**src/html_rawtext_end_tag_scanner_top_macros.svh**
```systemverilog
// Assertion macros for the raw text end tag scanner.
// Expects signals named clock and reset in the module that uses them.
`ifndef HTML_RAWTEXT_END_TAG_SCANNER_TOP_MACROS_SVH
`define HTML_RAWTEXT_END_TAG_SCANNER_TOP_MACROS_SVH

// Checked property, disabled while reset is high.
`define HRAW_ASSERT(label, prop, msg) \
   label: assert property (@(posedge clock) disable iff (reset) (prop)) else $error(msg);

// Checked property that also holds during reset.
`define HRAW_ASSERT_ALWAYS(label, prop, msg) \
   label: assert property (@(posedge clock) (prop)) else $error(msg);

`endif

```
**src/hraw_pkg.sv**
```systemverilog
// Shared types and constants for the raw text end tag scanner.
// No dependencies; used by the channel interfaces and the top level.
`default_nettype none

package hraw_pkg;

   localparam int ByteWidth     = 8;
   localparam int OffsetWidth   = 32;
   localparam int NameRegWidth  = 64;
   localparam int LengthWidth   = 4;
   localparam int CsrIndexWidth = 1;
   localparam int CsrDataWidth  = 64;

   typedef logic [ByteWidth-1:0]   byte_type;
   typedef logic [OffsetWidth-1:0] offset_type;
   typedef logic [LengthWidth-1:0] length_type;

   // Configuration register indexes.
   localparam logic [CsrIndexWidth-1:0] CSR_EXPECTED_NAME   = 1'd0;
   localparam logic [CsrIndexWidth-1:0] CSR_EXPECTED_LENGTH = 1'd1;

   typedef enum logic [1:0] {
      EVENT_NONE     = 2'd0,
      EVENT_NUL      = 2'd1,
      EVENT_TEXT_END = 2'd2,
      EVENT_MATCH    = 2'd3
   } event_type;

   typedef enum logic [1:0] {
      FOLLOW_DATA       = 2'd0,
      FOLLOW_ATTRIBUTES = 2'd1,
      FOLLOW_SELF_CLOSE = 2'd2
   } follow_type;

   typedef enum logic [4:0] {
      MODE_IDLE = 5'b00001,
      MODE_TEXT = 5'b00010,
      MODE_LT   = 5'b00100,
      MODE_OPEN = 5'b01000,
      MODE_NAME = 5'b10000
   } mode_type;

   localparam byte_type CHAR_LT    = 8'h3C;
   localparam byte_type CHAR_SLASH = 8'h2F;
   localparam byte_type CHAR_GT    = 8'h3E;
   localparam byte_type CHAR_TAB   = 8'h09;
   localparam byte_type CHAR_LF    = 8'h0A;
   localparam byte_type CHAR_FF    = 8'h0C;
   localparam byte_type CHAR_CR    = 8'h0D;
   localparam byte_type CHAR_SPACE = 8'h20;
   localparam byte_type CHAR_NUL   = 8'h00;
   localparam byte_type CASE_BIT   = 8'h20;

   localparam length_type NameCountMax = 4'd15;

   function automatic logic is_letter(input byte_type b);
      logic res;
      res = ((b >= 8'h41) && (b <= 8'h5A)) || ((b >= 8'h61) && (b <= 8'h7A));
      return res;
   endfunction

   function automatic logic is_space(input byte_type b);
      logic res;
      res = (b == CHAR_TAB) || (b == CHAR_LF) || (b == CHAR_FF) || (b == CHAR_CR)
         || (b == CHAR_SPACE);
      return res;
   endfunction

endpackage

`default_nettype wire

```
**src/hraw_req_if.sv**
```systemverilog
// Input channel of the scanner: one raw text byte per transaction.
// Depends on hraw_pkg for field types.
`default_nettype none

interface hraw_req_if import hraw_pkg::*; ();
   logic     valid;
   logic     ready;
   byte_type byte_in;
   logic     at_end;
   logic     restart;

   modport source (output valid, output byte_in, output at_end, output restart,
                   input ready);
   modport sink   (input valid, input byte_in, input at_end, input restart,
                   output ready);
endinterface

`default_nettype wire

```
**src/hraw_rsp_if.sv**
```systemverilog
// Result channel of the scanner: one result per input transaction.
// Depends on hraw_pkg for field types.
`default_nettype none

interface hraw_rsp_if import hraw_pkg::*; ();
   logic       valid;
   logic       ready;
   logic [1:0] event_res;
   logic [1:0] follow_mode;
   offset_type text_begin;
   offset_type text_finish;
   offset_type tag_begin;
   offset_type tag_finish;
   logic       text_has_null;

   modport source (output valid, output event_res, output follow_mode,
                   output text_begin, output text_finish, output tag_begin,
                   output tag_finish, output text_has_null, input ready);
   modport sink   (input valid, input event_res, input follow_mode,
                   input text_begin, input text_finish, input tag_begin,
                   input tag_finish, input text_has_null, output ready);
endinterface

`default_nettype wire

```
**src/html_rawtext_end_tag_scanner_top.sv**
```systemverilog
// Raw text end tag scanner. A result is valid in the cycle after its transaction.
// Throughput: one byte per cycle unless stalled; state updates in the accepting cycle.
// The result register accepts a new transaction while its current result is being taken.
// Reset (synchronous, active high) returns to idle, clears the offset counter,
// empties the result register and sets the expected name to 0 with length 1.
`default_nettype none

`include "html_rawtext_end_tag_scanner_top_macros.svh"

module html_rawtext_end_tag_scanner_top
   import hraw_pkg::*;
#(
   parameter int MAX_NAME_BYTES = 8
) (
   input  wire logic                     clock,
   input  wire logic                     reset,
   hraw_req_if.sink                      req_chan,
   hraw_rsp_if.source                    rsp_chan,
   input  wire logic                     csr_we,
   input  wire logic [CsrIndexWidth-1:0] csr_index,
   input  wire logic [CsrDataWidth-1:0]  csr_wdata
);

   localparam int         NameBits     = 8 * MAX_NAME_BYTES;
   localparam length_type MaxNameBytes = LengthWidth'(MAX_NAME_BYTES);

   // Configuration.
   logic [NameBits-1:0] name_ff;
   length_type          len_ff;

   always_ff @(posedge clock) begin
      if (reset) begin
         name_ff <= '0;
         len_ff  <= 4'd1;
      end else if (csr_we) begin
         if (csr_index == CSR_EXPECTED_NAME) begin
            name_ff <= csr_wdata[NameBits-1:0];
         end
         if (csr_index == CSR_EXPECTED_LENGTH) begin
            len_ff <= csr_wdata[LengthWidth-1:0];
         end
      end
   end

   // Scan state.
   mode_type   mode_ff, mode_in;
   offset_type offset_ff, offset_in;
   offset_type text_start_ff, text_start_in;
   offset_type last_lt_ff, last_lt_in;
   offset_type name_start_ff, name_start_in;
   length_type count_ff, count_in;
   logic       match_ff, match_in;
   logic       null_ff, null_in;

   // Result register.
   logic       out_valid_ff;
   event_type  ev_ff, ev_in;
   follow_type follow_ff, follow_in;
   offset_type text_begin_ff;
   offset_type tfin_ff, tfin_in;
   offset_type gbeg_ff, gbeg_in;
   offset_type gfin_ff, gfin_in;
   logic       has_null_ff;

   logic     accept;
   byte_type b;
   logic     eof;
   logic     fresh;
   mode_type mode_eff;
   logic     do_text;

   // Name comparison for a letter at position cnt_base.
   length_type cnt_base;
   logic       match_base;
   byte_type   want;
   logic       letter_ok;
   logic       match_new;
   length_type cnt_new;
   logic       delim;

   assign accept         = req_chan.valid && req_chan.ready;
   assign req_chan.ready = !out_valid_ff || rsp_chan.ready;
   assign b              = req_chan.byte_in;
   assign eof            = req_chan.at_end;
   assign fresh          = req_chan.restart || (mode_ff == MODE_IDLE);
   assign mode_eff       = fresh ? MODE_TEXT : mode_ff;

   assign cnt_base   = (mode_eff == MODE_OPEN) ? '0 : count_ff;
   assign match_base = (mode_eff == MODE_OPEN) ? 1'b1 : match_ff;

   always_comb begin
      want = '0;
      for (int i = 0; i < MAX_NAME_BYTES; i++) begin
         if (cnt_base == LengthWidth'(i)) begin
            want = name_ff[8*i +: 8];
         end
      end
   end

   assign letter_ok = (cnt_base < len_ff) && (cnt_base < MaxNameBytes)
                   && ((b | CASE_BIT) == want);
   assign match_new = match_base && letter_ok;
   assign cnt_new   = (cnt_base == NameCountMax) ? NameCountMax : cnt_base + 4'd1;
   assign delim     = is_space(b) || (b == CHAR_SLASH) || (b == CHAR_GT);

   always_comb begin
      mode_in       = mode_eff;
      offset_in     = eof ? offset_ff : offset_ff + 32'd1;
      text_start_in = fresh ? offset_ff : text_start_ff;
      last_lt_in    = last_lt_ff;
      name_start_in = name_start_ff;
      count_in      = count_ff;
      match_in      = match_ff;
      null_in       = fresh ? 1'b0 : null_ff;
      ev_in         = EVENT_NONE;
      follow_in     = FOLLOW_DATA;
      tfin_in       = '0;
      gbeg_in       = '0;
      gfin_in       = '0;
      do_text       = 1'b0;

      // A failed end tag falls through to text handling of the same byte.
      unique case (mode_eff)
         MODE_LT: begin
            if (!eof && (b == CHAR_SLASH)) begin
               mode_in = MODE_OPEN;
            end else begin
               do_text = 1'b1;
            end
         end
         MODE_OPEN, MODE_NAME: begin
            if (!eof && is_letter(b)) begin
               if (mode_eff == MODE_OPEN) begin
                  name_start_in = offset_ff;
               end
               count_in = cnt_new;
               match_in = match_new;
               mode_in  = MODE_NAME;
            end else if ((mode_eff == MODE_NAME) && !eof && delim && match_ff
                         && (count_ff == len_ff) && (len_ff <= MaxNameBytes)) begin
               ev_in     = EVENT_MATCH;
               follow_in = (b == CHAR_GT) ? FOLLOW_DATA
                         : ((b == CHAR_SLASH) ? FOLLOW_SELF_CLOSE : FOLLOW_ATTRIBUTES);
               tfin_in   = last_lt_ff;
               gbeg_in   = name_start_ff;
               gfin_in   = offset_ff;
               mode_in   = MODE_IDLE;
            end else begin
               do_text = 1'b1;
            end
         end
         default: begin
            do_text = 1'b1;
         end
      endcase

      if (do_text) begin
         mode_in = MODE_TEXT;
         priority if (eof) begin
            ev_in   = EVENT_TEXT_END;
            tfin_in = offset_ff;
            mode_in = MODE_IDLE;
         end else if (b == CHAR_LT) begin
            last_lt_in = offset_ff;
            mode_in    = MODE_LT;
         end else if (b == CHAR_NUL) begin
            null_in = 1'b1;
            ev_in   = EVENT_NUL;
         end else begin
            mode_in = MODE_TEXT;
         end
      end
   end

   always_ff @(posedge clock) begin
      if (reset) begin
         mode_ff       <= MODE_IDLE;
         offset_ff     <= '0;
         text_start_ff <= '0;
         last_lt_ff    <= '0;
         name_start_ff <= '0;
         count_ff      <= '0;
         match_ff      <= 1'b1;
         null_ff       <= 1'b0;
      end else if (accept) begin
         mode_ff       <= mode_in;
         offset_ff     <= offset_in;
         text_start_ff <= text_start_in;
         last_lt_ff    <= last_lt_in;
         name_start_ff <= name_start_in;
         count_ff      <= count_in;
         match_ff      <= match_in;
         null_ff       <= null_in;
      end
   end

   always_ff @(posedge clock) begin
      if (reset) begin
         out_valid_ff <= 1'b0;
      end else if (accept) begin
         out_valid_ff <= 1'b1;
      end else if (rsp_chan.ready) begin
         out_valid_ff <= 1'b0;
      end
   end

   always_ff @(posedge clock) begin
      if (accept) begin
         ev_ff         <= ev_in;
         follow_ff     <= follow_in;
         text_begin_ff <= text_start_in;
         tfin_ff       <= tfin_in;
         gbeg_ff       <= gbeg_in;
         gfin_ff       <= gfin_in;
         has_null_ff   <= null_in;
      end
   end

   assign rsp_chan.valid         = out_valid_ff;
   assign rsp_chan.event_res     = ev_ff;
   assign rsp_chan.follow_mode   = follow_ff;
   assign rsp_chan.text_begin    = text_begin_ff;
   assign rsp_chan.text_finish   = tfin_ff;
   assign rsp_chan.tag_begin     = gbeg_ff;
   assign rsp_chan.tag_finish    = gfin_ff;
   assign rsp_chan.text_has_null = has_null_ff;

   `HRAW_ASSERT(a_result_follows, accept |=> rsp_chan.valid, "accepted transaction gave no result")
   `HRAW_ASSERT(a_no_overwrite,
      (rsp_chan.valid && !rsp_chan.ready) |-> !req_chan.ready,
      "result register overwritten while stalled")
   `HRAW_ASSERT(a_match_idles,
      (accept && (ev_in == EVENT_MATCH)) |=> (mode_ff == MODE_IDLE),
      "scanner not idle after a match")
   `HRAW_ASSERT(a_name_counted, (mode_ff == MODE_NAME) |-> (count_ff != '0),
      "name state with an empty name count")
   `HRAW_ASSERT_ALWAYS(a_reset_empties, $past(reset) |-> !rsp_chan.valid,
      "result valid right after reset")

endmodule

`default_nettype wire
```
**src/flat_wrapper.sv**
```systemverilog
// flat-port wrapper written by rule: the top's interface ports become plain ports
module html_rawtext_end_tag_scanner_top_flat import hraw_pkg::*;
#(
   parameter int MAX_NAME_BYTES = 8
)
  (clock, reset, csr_we, csr_index, csr_wdata, req_chan_valid, req_chan_byte_in, req_chan_at_end, req_chan_restart, req_chan_ready, rsp_chan_valid, rsp_chan_event_res, rsp_chan_follow_mode, rsp_chan_text_begin, rsp_chan_text_finish, rsp_chan_tag_begin, rsp_chan_tag_finish, rsp_chan_text_has_null, rsp_chan_ready);
  hraw_req_if req_chan_i ();
  hraw_rsp_if rsp_chan_i ();
  input  wire logic clock;
  input  wire logic reset;
  input  wire logic csr_we;
  input  wire logic [CsrIndexWidth-1:0] csr_index;
  input  wire logic [CsrDataWidth-1:0] csr_wdata;
  input wire logic [$bits(req_chan_i.valid)-1:0] req_chan_valid;
  input wire logic [$bits(req_chan_i.byte_in)-1:0] req_chan_byte_in;
  input wire logic [$bits(req_chan_i.at_end)-1:0] req_chan_at_end;
  input wire logic [$bits(req_chan_i.restart)-1:0] req_chan_restart;
  output wire logic [$bits(req_chan_i.ready)-1:0] req_chan_ready;
  output wire logic [$bits(rsp_chan_i.valid)-1:0] rsp_chan_valid;
  output wire logic [$bits(rsp_chan_i.event_res)-1:0] rsp_chan_event_res;
  output wire logic [$bits(rsp_chan_i.follow_mode)-1:0] rsp_chan_follow_mode;
  output wire logic [$bits(rsp_chan_i.text_begin)-1:0] rsp_chan_text_begin;
  output wire logic [$bits(rsp_chan_i.text_finish)-1:0] rsp_chan_text_finish;
  output wire logic [$bits(rsp_chan_i.tag_begin)-1:0] rsp_chan_tag_begin;
  output wire logic [$bits(rsp_chan_i.tag_finish)-1:0] rsp_chan_tag_finish;
  output wire logic [$bits(rsp_chan_i.text_has_null)-1:0] rsp_chan_text_has_null;
  input wire logic [$bits(rsp_chan_i.ready)-1:0] rsp_chan_ready;
  assign req_chan_i.valid = req_chan_valid;
  assign req_chan_i.byte_in = req_chan_byte_in;
  assign req_chan_i.at_end = req_chan_at_end;
  assign req_chan_i.restart = req_chan_restart;
  assign req_chan_ready = req_chan_i.ready;
  assign rsp_chan_valid = rsp_chan_i.valid;
  assign rsp_chan_event_res = rsp_chan_i.event_res;
  assign rsp_chan_follow_mode = rsp_chan_i.follow_mode;
  assign rsp_chan_text_begin = rsp_chan_i.text_begin;
  assign rsp_chan_text_finish = rsp_chan_i.text_finish;
  assign rsp_chan_tag_begin = rsp_chan_i.tag_begin;
  assign rsp_chan_tag_finish = rsp_chan_i.tag_finish;
  assign rsp_chan_text_has_null = rsp_chan_i.text_has_null;
  assign rsp_chan_i.ready = rsp_chan_ready;
  html_rawtext_end_tag_scanner_top #(.MAX_NAME_BYTES(MAX_NAME_BYTES)) u_core (.clock(clock), .reset(reset), .req_chan(req_chan_i), .rsp_chan(rsp_chan_i), .csr_we(csr_we), .csr_index(csr_index), .csr_wdata(csr_wdata));
endmodule
```
**config.mk**
```make
export PLATFORM = sky130hd
export DESIGN_NAME = html_rawtext_end_tag_scanner_top_flat
export DESIGN_NICKNAME = d
export VERILOG_FILES = /design/src/hraw_pkg.sv /design/src/hraw_req_if.sv /design/src/hraw_rsp_if.sv /design/src/html_rawtext_end_tag_scanner_top.sv /design/src/flat_wrapper.sv
export VERILOG_INCLUDE_DIRS = /design/src /design/src/src
export SDC_FILE = /design/constraint.sdc
export NUM_CORES = 1
export LEC_CHECK = 0
export BUFFER_PORTS_ARGS = -buffer_cell sky130_fd_sc_hd__buf_2
export CORE_MARGIN = 2
export CORE_UTILIZATION = 30
export DETAILED_ROUTE_END_ITERATION = 7
export PLACE_DENSITY = 0.51
export SLEW_MARGIN = 10
export SYNTH_ARGS = -nofsm -noshare
export SYNTH_HDL_FRONTEND = slang
export SYNTH_SLANG_ARGS = --single-unit
```
**constraint.sdc**
```tcl
create_clock -name clock -period 5.12 [get_ports clock]
set_clock_uncertainty 0.05 [all_clocks]
set_input_delay 0.512 -clock clock [delete_from_list [all_inputs] [get_ports clock]]
set_output_delay 0.512 -clock clock [all_outputs]
set_load 0.005 [all_outputs]
```
==> results of run 1 <==
-- where the power goes --
part | total (mW) | switching (mW) | leakage [nW] | internal (mW)
logic | 0.327 | 0.205 | 2.64 | 0.122
registers | 2.97 | 0.0491 | 3.02 | 2.92
clock network | 2.63 | 1.11 | 0.584 | 1.52
total | 5.92 | 1.36 | 6.24 | 4.56
-- state kept, by name (all words and copies together) (netlist names), 32 cells and up --
signal / flops
u_core.rsp_chan.tag_begin: 32
u_core.text_start_ff: 32
u_core.last_lt_ff: 32
u_core.name_start_ff: 32
u_core.name_ff: 64
u_core.rsp_chan.tag_finish: 32
u_core.offset_ff: 32
u_core.rsp_chan.text_begin: 32
u_core.rsp_chan.text_finish: 32
-- metrics by stage --
stage / instance area, sq um / worst slack [ns] / hold WS [ns] / std cells / utilization
detailed placement: 15500 / 1.234 / 0.3897 / 2177 / 0.3351
CTS: 16710 / 1.314 / 0.1218 / 2249 / 0.3612
finish: 16710 / 1.308 / 0.1517 / 2250 / 0.3612
global placement: 15500 / 1.264 / 0.3836 / 2177 / 0.3351
global route: 16710 / 0.9382 / 0.1376 / 2249 / 0.3612
floorplan: 14000 / 0.1083 / 0.3773 / 1456 / -
-- worst paths after layout --
check	start	to	slack [ns]	depth (start not counted)
hold / removal	csr_wdata[11]	u_core.name_ff[11]$_SDFFE_PP0P_	0.15	3
setup / recovery	u_core.mode_ff[0]$_SDFFE_PP1P_	u_core.match_ff$_SDFFE_PP1P_	1.31	12
hold reg to reg	u_core.name_start_ff[14]$_SDFFE_PP0P_	u_core.name_start_ff[14]$_SDFFE_PP0P_	0.40	2
setup reg to reg	u_core.mode_ff[0]$_SDFFE_PP1P_	u_core.match_ff$_SDFFE_PP1P_	1.31	12
-- cell usage in the layout, fill, tap and decap left out, types with 5 or more instances in the layout --
master / netlist / final
sky130_fd_sc_hd__o21ai_0: 21 / 21
sky130_fd_sc_hd__or3_1: 14 / 14
sky130_fd_sc_hd__nor2_1: 129 / 129
sky130_fd_sc_hd__a31oi_1: 6 / 5
sky130_fd_sc_hd__nand2_1: 310 / 309
sky130_fd_sc_hd__xnor2_1: 17 / 17
sky130_fd_sc_hd__dfxtp_1: 208 / 208
sky130_fd_sc_hd__nor3_1: 45 / 44
sky130_fd_sc_hd__clkbuf_1: 77 / 14
sky130_fd_sc_hd__and3_1: 8 / 8
sky130_fd_sc_hd__nand2b_1: 10 / 9
sky130_fd_sc_hd__edfxtp_1: 133 / 133
sky130_fd_sc_hd__clkbuf_16: 0 / 40
sky130_fd_sc_hd__or2_2: 4 / 5
sky130_fd_sc_hd__nand4_1: 7 / 7
sky130_fd_sc_hd__a22o_1: 33 / 33
sky130_fd_sc_hd__buf_4: 0 / 16
sky130_fd_sc_hd__a211oi_1: 5 / 5
sky130_fd_sc_hd__clkbuf_8: 0 / 5
sky130_fd_sc_hd__ha_1: 8 / 8
sky130_fd_sc_hd__and2_1: 62 / 62
sky130_fd_sc_hd__buf_2: 21 / 213
sky130_fd_sc_hd__a21oi_1: 164 / 163
sky130_fd_sc_hd__nand3_1: 15 / 15
sky130_fd_sc_hd__a221oi_1: 6 / 6
sky130_fd_sc_hd__mux2_2: 27 / 27
sky130_fd_sc_hd__a2bb2oi_1: 6 / 6
sky130_fd_sc_hd__inv_1: 20 / 20
sky130_fd_sc_hd__xor2_1: 13 / 13
sky130_fd_sc_hd__o211ai_1: 6 / 6
-- synthesized netlist by cell type, drive strengths merged (4+ instances only) --
library cell / instances / area share
mux2: 27 / 0.022
o211ai: 6 / 0.0032
and3: 8 / 0.0036
dfxtp: 208 / 0.30
a211oi: 5 / 0.0027
nand3b: 4 / 0.0021
nor3: 45 / 0.016
nor4: 5 / 0.0033
nand2: 310 / 0.083
clkbuf: 83 / 0.023
a2bb2oi: 6 / 0.0038
nor2: 130 / 0.036
xor2: 13 / 0.0081
nand4: 7 / 0.0031
a221oi: 6 / 0.0038
a32oi: 4 / 0.0025
a21oi: 164 / 0.059
xnor2: 17 / 0.011
edfxtp: 133 / 0.29
nor2b: 5 / 0.0022
inv: 21 / 0.0056
nand3: 15 / 0.0054
and2: 62 / 0.028
or2: 5 / 0.0022
a31oi: 6 / 0.0027
a22o: 33 / 0.021
nand2b: 10 / 0.0045
o21ai: 24 / 0.0097
or3: 15 / 0.0071
ha: 8 / 0.0072
buf: 33 / 0.013
-- worst max-delay path, stage by stage, from the launching register on --
cell                       delay [ns]
sky130_fd_sc_hd__dfxtp_1         0.38
sky130_fd_sc_hd__nor4_4          0.41
sky130_fd_sc_hd__nand2_1         0.35
sky130_fd_sc_hd__nand2_1         0.23
sky130_fd_sc_hd__inv_1           0.10
sky130_fd_sc_hd__ha_1            0.44
sky130_fd_sc_hd__or2_2           0.47
sky130_fd_sc_hd__a221o_1         0.29
sky130_fd_sc_hd__a32oi_1         0.25
sky130_fd_sc_hd__mux2i_1         0.23
sky130_fd_sc_hd__o21ai_1         0.08
sky130_fd_sc_hd__nand4b_1        0.19
sky130_fd_sc_hd__o31ai_1         0.25
-- cells by family after synthesis --
kind of cell | after synthesis
AO/OA/AOI/OAI | 276
buffers and inverters | 138
XOR/XNOR | 30
adder cells (fa/ha/maj) | 8
AND/OR/NAND/NOR | 634
multiplexers | 29
flip-flops | 341
-- routing by layer --
metal  part of all wire  vias to the layer above
met5            0.00070                        -
met4              0.020                        4
met3              0.063                       50
met2               0.46                      259
met1               0.46                     5004
li1                   -                     5297
-- layout make-up --
class	instances	area [sq um]	area share
flip-flops and latches	341	8158	0.4882
multi-input cells	977	5300	0.3172
repair buffers	230	1197	0.07166
clock buffers	59	1122	0.06717
well taps	607	759.5	0.04545
inverters	22	87.58	0.005241
clock inverters	13	82.58	0.004942
diodes	1	2.502	0.0001498
==> run summary, run 1 <==
The flow ran to the end, and the final reports show no timing, DRC or antenna violations. The maximum level of the CTS H-tree came out at 2. The count of final setup violators is 0. The multiplexer share of the synthesized area is 0.02315.

The worst path arrival time is approximately 4.2 ns. In this run the post-CTS setup repair buffer count came out at 0. The number of library cell types mapped by synthesis is 65. The cell count after synthesis came out at about 1,500. The relative slew slack is 0.2696. The total negative slack for setup checks came out at 0 ns. The worst-margin pin slew came out at about 1.1 ns. The final count of pins violating max slew is 0.

The detailed-route vias per instance came out at 4.717. TritonCTS built the clock tree. The worst setup path is of the flip-flop to flip-flop kind. The horizontal extent of the die came out at approximately 220 um.

The sequential fraction of the synthesis area came out at 0.5829. Counting every sink on the clock net gives around 340. The count of pins on the block boundary is approximately 220. The mapped netlist covers between 0.01 and 0.015 sq mm.

The detailed-placement wirelength estimate is around 25,000 um. The congestion estimate from routability-driven global placement came to ~0.82. In the final routed layout, each cell accounts on average for roughly 17 um. The proportion of layout cells with a drive suffix above 1 came out at 0.2022. The count of flip-flops with a built-in enable after synthesis came out at around 130. The tool flagged a number of max-cap violations equal to 0.

The clock period could shrink to 3.812 ns. The count of port buffers added during placement came out at roughly 210. The sum of overflow across all layers after global routing is 0. The die span in y came out at 220.0 um. The async set-reset flop share out of synthesis came out at 0. The number of antenna violations at the first check in global routing is 3. The filler cell count in the final layout came out at approximately 4,700. During synthesis, Yosys emitted a total of 0 warnings. The maximum root-to-sink buffer count is 3. The count of hold-fix buffers inserted at cts is 0. The xor and xnor fraction of the mapped netlist area came out at 0.01877. The dominant combinational cell family by area after synthesis is simple AND/OR/NAND/NOR gates.

The synthesized design contains around 340 register bits. Timing would allow up to around 0.26 GHz. In the global route stage, met2 resource usage came out at 0.2501. The number of resized instances in the post-cts repair step came out at 0. The most used flip-flop cell after synthesis is sky130_fd_sc_hd__dfxtp_1. The layout-stage area growth over the synthesis result came out at 19.39%. The clock-pin slew on the worst setup and hold paths came out at 0.06 ns. Overall power consumption after layout is estimated at approximately 5.9 mW.

STA classifies the critical path startpoint as a flip-flop. The starting density of the core is 0.3026. The hold violation count in the final report was 0. The static leakage is approximately 6.2 nW.

After detailed routing, the number of remaining DRC violations is 0. The aggregate routed wire length is between 30,000 and 40,000 um. The fraction of met3 tracks used by global routing came out at 0.03948.

The cell row count is 79. The endpoint type of the worst setup path is a flip-flop. The maximum resistive drop on vdd is ~0.00022 V.

Of the available clock period, the critical path in the final layout requires 0.7445. The number of nets handed over by synthesis was around 1,500. The top fanout value on the critical path is 19. The complex-gate fraction of the synthesized area came out at 0.1209. The total clock buffers created by CTS is 39. The via count is ~11,000.

The largest net degree at the start of global routing is between 90 and 100. The first-pass GRT wire length is a little under 60,000 um. For this design the ratio of total power to cell area is ~350 mW/mm^2. The number of global-route vias before repair is approximately 10,000.

The clock latency reported for the late side of the worst-skew pair came out at between 0.5 and 0.6 ns. The total area inside the core boundary comes to approximately 0.046 sq mm. The die outline area came out at approximately 0.048 sq mm. Of the total synthesized cell area, the portion taken by full adders, half adders and majority gates is 0.007152. The simple-gate share of the synthesized area came out at 0.2056. In this run the worst hold path is classified as primary input to flip-flop. The first detailed-routing pass ran for 5 iterations. The DRC marker count from the first detailed-route iteration came out at roughly 630.

The number of nets with antenna violations after detailed routing is 0. Setup repair after global routing left no endpoint under its margin. The final net count is ~1,700. The average instance in the mapped netlist occupies between 9 and 10 sq um. In this run the clock root is driven by a sky130_fd_sc_hd__clkbuf_16.

The global routing stage identified its most utilized layer as met2. The met1 demand-to-capacity share in global routing is 0.2085. At the worst endpoint, the required time is roughly 5.5 ns. The total routing resource utilization after global routing came out at 0.1561.
(Power assumes the default switching activity.)
==> inputs of run 2 (changes only) <==
Settings changed: PLACE_DENSITY 0.51 to 0.5.
Clock period 5.12 ns to 3.6 ns, I/O delays scaled along.
==> run 2 against run 1 <==
Compared with the run above: first-iteration DRC count down 11%; worst setup slack worse by 1.1 ns; final area up 3.4%; sequential power up 42%; routed wire length up 2.5%; clock power up 44%; global-route usage up 0.64 points; via count up 2.9%; combinational power up 56%; fmax up 14%; non-clock buffer count up 57; critical path depth up 1; largest cell class unchanged.
==> run summary, run 2 (same netlist as run 1, synthesis figures left out) <==
The largest net degree at the start of global routing is 87 (-11%). The type of the worst setup path is flip-flop to flip-flop. The number of global-route vias before repair is 10,516 (+5.2%). The count of pins on the block boundary is 215 (unchanged).

The footprint of the flip-flops and latches is 0.008158 sq mm (unchanged). The final count of pins violating max slew is 0 (unchanged). In the layout the commonest cells are 309 x sky130_fd_sc_hd__nand2_1, 213 x sky130_fd_sc_hd__buf_2, 208 x sky130_fd_sc_hd__dfxtp_1, 163 x sky130_fd_sc_hd__a21oi_1, 133 x sky130_fd_sc_hd__edfxtp_1.

The maximum root-to-sink buffer count is 3 (unchanged). The total power is 8.528 mW (+44%). The maximum level of the CTS H-tree came out at 2 (unchanged). The cell row count is 79 (unchanged). The area of the multi-input gates came out at 0.005301 sq mm (about the same). The number of antenna violations at the first check in global routing is 3 (unchanged). The flow ran to the end, and the final reports show no timing, DRC or antenna violations. The horizontal extent of the die came out at 220.0 um (unchanged). The total iterations of the first detailed-routing run came out at 4 (-1).

The hold violation count in the final report is 0 (unchanged). The clock-pin slew on the worst setup and hold paths is 0.06 ns (about the same). The placed cell area was 0.01569 sq mm (+1.2%). The worst hold path belongs to the class primary input to flip-flop.

The clock latency reported for the late side of the worst-skew pair is 0.55 ns (about the same). The highest clock rate came out at 0.2991 GHz (+14%). The antenna cell count is 0 (-1). The total negative slack for setup checks came out at 0 ns (unchanged). The clock period minus worst slack is 3.343 ns (-0.4685 ns).

The library cell used most frequently in the layout, excluding fill and tap cells, is sky130_fd_sc_hd__nand2_1. The top fanout value on the critical path came out at 11 (-8). The die outline area came out at 0.04840 sq mm (unchanged). The number of non-filler instances in the completed layout came to 2,305 (+2.4%). The post-CTS setup buffer count is 0 (unchanged). The relative slew slack came out at 0.3119 (+0.04236).

The final net count came out at 1,756 (+3.4%). The die span in y is 220.0 um (unchanged). The power per cell area came out at 493.6 mW/mm^2 (+39%).

The proportion of layout cells with a drive suffix above 1 is 0.2085 (+0.006288). Setup repair after global routing left no endpoint under its margin. The critical path starts at u_core.mode_ff[0]$_SDFFE_PP1P_. The worst-margin pin slew is 1.032 ns (-0.06354 ns). The total clock buffers created by CTS came to 39 (unchanged). The starting density of the core was 0.3026 (unchanged). The total routing resource utilization after global routing came out at 0.1624 (+0.006396).

The number of nets with antenna violations after detailed routing is 0 (unchanged). The routed wire length per instance came out at 17.04 um (about the same). The layout-stage area growth over the synthesis result is 23.44%. The tree is rooted in a sky130_fd_sc_hd__clkbuf_16. The placeable core region came out at 0.04626 sq mm (unchanged). The filler cell count in the final layout is 4,704 (-0.65%). The DRC marker count from the first detailed-route iteration came out at 562 (-11%).

The worst setup path is captured at a flip-flop. u_core.name_ff holds more flip-flops than any other register. The maximum resistive drop on vdd came to 0.0002843 V (+28%). The last weighted congestion value of the routability-driven placer came out at 0.8263 (+1.0%). TritonCTS built the clock tree. The worst setup path is launched from a flip-flop. The sum of overflow across all layers after global routing is 0 (unchanged).

The first-pass GRT wire length came out at 60,460 um (+4.0%). The final hold slack is 0.03044 ns (-0.1213 ns). The DRC violations left was 0 (unchanged).

The via count came out at 10,920 (+2.9%). The flip-flop count of the largest register, all copies and words added came out at 64 (unchanged). The design area came out at 0.01728 sq mm (+3.4%).

The part of the cycle the worst path needs was 0.9287 (+0.1842). The static leakage came out at 6.516 nW (+4.4%). The worst path arrival time is 3.75 ns (-0.47 ns). The count of port buffers added during placement is 214 (unchanged).

The detailed-placement wirelength estimate came to 26,420 um (+6.4%). The count of final setup violators is 0 (unchanged). The worst register-to-register path begins at u_core.mode_ff[0]$_SDFFE_PP1P_.

The aggregate routed wire length came out at 39,270 um (+2.5%). The total of max-cap violations came out at 0 (unchanged). The detailed-route vias per instance came out at 4.738 (+0.43%).

The cell total after placement is 2,198 (+0.96%). The TritonCTS sink count came out at 341 (unchanged). The worst endpoint required time was 4.01 ns (-1.52 ns).

The beginning of the worst hold path is csr_wdata[30].
[run 2: cell types whose count changed in the layout (fill, tap and decap cells not counted), sizes merged]
cell         change
dlygate4sd3     +36
clkbuf           -2
buf             +21
diode            -1
clkinv           +3
clkinvlp         -1
inv              -2
bufinv           +1
[run 2: cell type report]
cell class,count,share of cell area
sequential,341,0.4722
multi-input combinational,977,0.3069
timing repair buffer,287,0.1007
clock buffer,57,0.06453
tap,607,0.04396
clock inverter,14,0.006663
inverter,22,0.005070
[run 2: worst paths after layout]
path                                          endpoint  slack, ns  cells past startpoint
setup / recovery          u_core.match_ff$_SDFFE_PP1P_       0.26                     13
hold / removal         u_core.name_ff[30]$_SDFFE_PP0P_       0.03                      3
setup reg to reg          u_core.match_ff$_SDFFE_PP1P_       0.26                     13
hold reg to reg   u_core.name_start_ff[7]$_SDFFE_PP0P_       0.39                      2
[run 2: report_power, final]
part | total, mW | internal [mW] | switching (mW)
Combinational | 0.510 | 0.210 | 0.300
Sequential | 4.22 | 4.15 | 0.0687
Clock | 3.80 | 2.23 | 1.57
[run 2: layer usage]
metal | GRT usage | wire length (um) | share of wire
met5 | 0 | 42 | 0.0011
met4 | 0.04832 | 738 | 0.019
met3 | 0.03630 | 2326 | 0.059
met2 | 0.2645 | 18490 | 0.47
met1 | 0.2151 | 17680 | 0.45
[run 2: worst max-delay path, stage by stage (launching register included)]
cell and delay (ns):
sky130_fd_sc_hd__dfxtp_1 0.38, sky130_fd_sc_hd__or4_4 0.62, sky130_fd_sc_hd__o21ai_4 0.23, sky130_fd_sc_hd__inv_1 0.09, sky130_fd_sc_hd__ha_1 0.33, sky130_fd_sc_hd__nor2b_1 0.19, sky130_fd_sc_hd__buf_4 0.18, sky130_fd_sc_hd__a221oi_1 0.09
sky130_fd_sc_hd__a2111oi_1 0.46, sky130_fd_sc_hd__buf_4 0.20, sky130_fd_sc_hd__nand2_1 0.05, sky130_fd_sc_hd__o211ai_1 0.09, sky130_fd_sc_hd__nand3_1 0.10, sky130_fd_sc_hd__o31ai_1 0.19
[run 2: timing repair]
item	4_1_cts	5_1_grt
endpoints found under the setup margin	0	1
hold buffers	36	0
gates resized for setup	0	1
hold endpoints to repair	36	0
[run 2: per-stage QoR]
stage | utilization | worst slack [ns]
after CTS | 0.3734 | 0.1658
after global routing | 0.3735 | 0.04630
after global placement | 0.3391 | 0.2181
after floorplan | - | 0.3734
final | 0.3735 | 0.2568
after detailed placement | 0.3391 | 0.1815
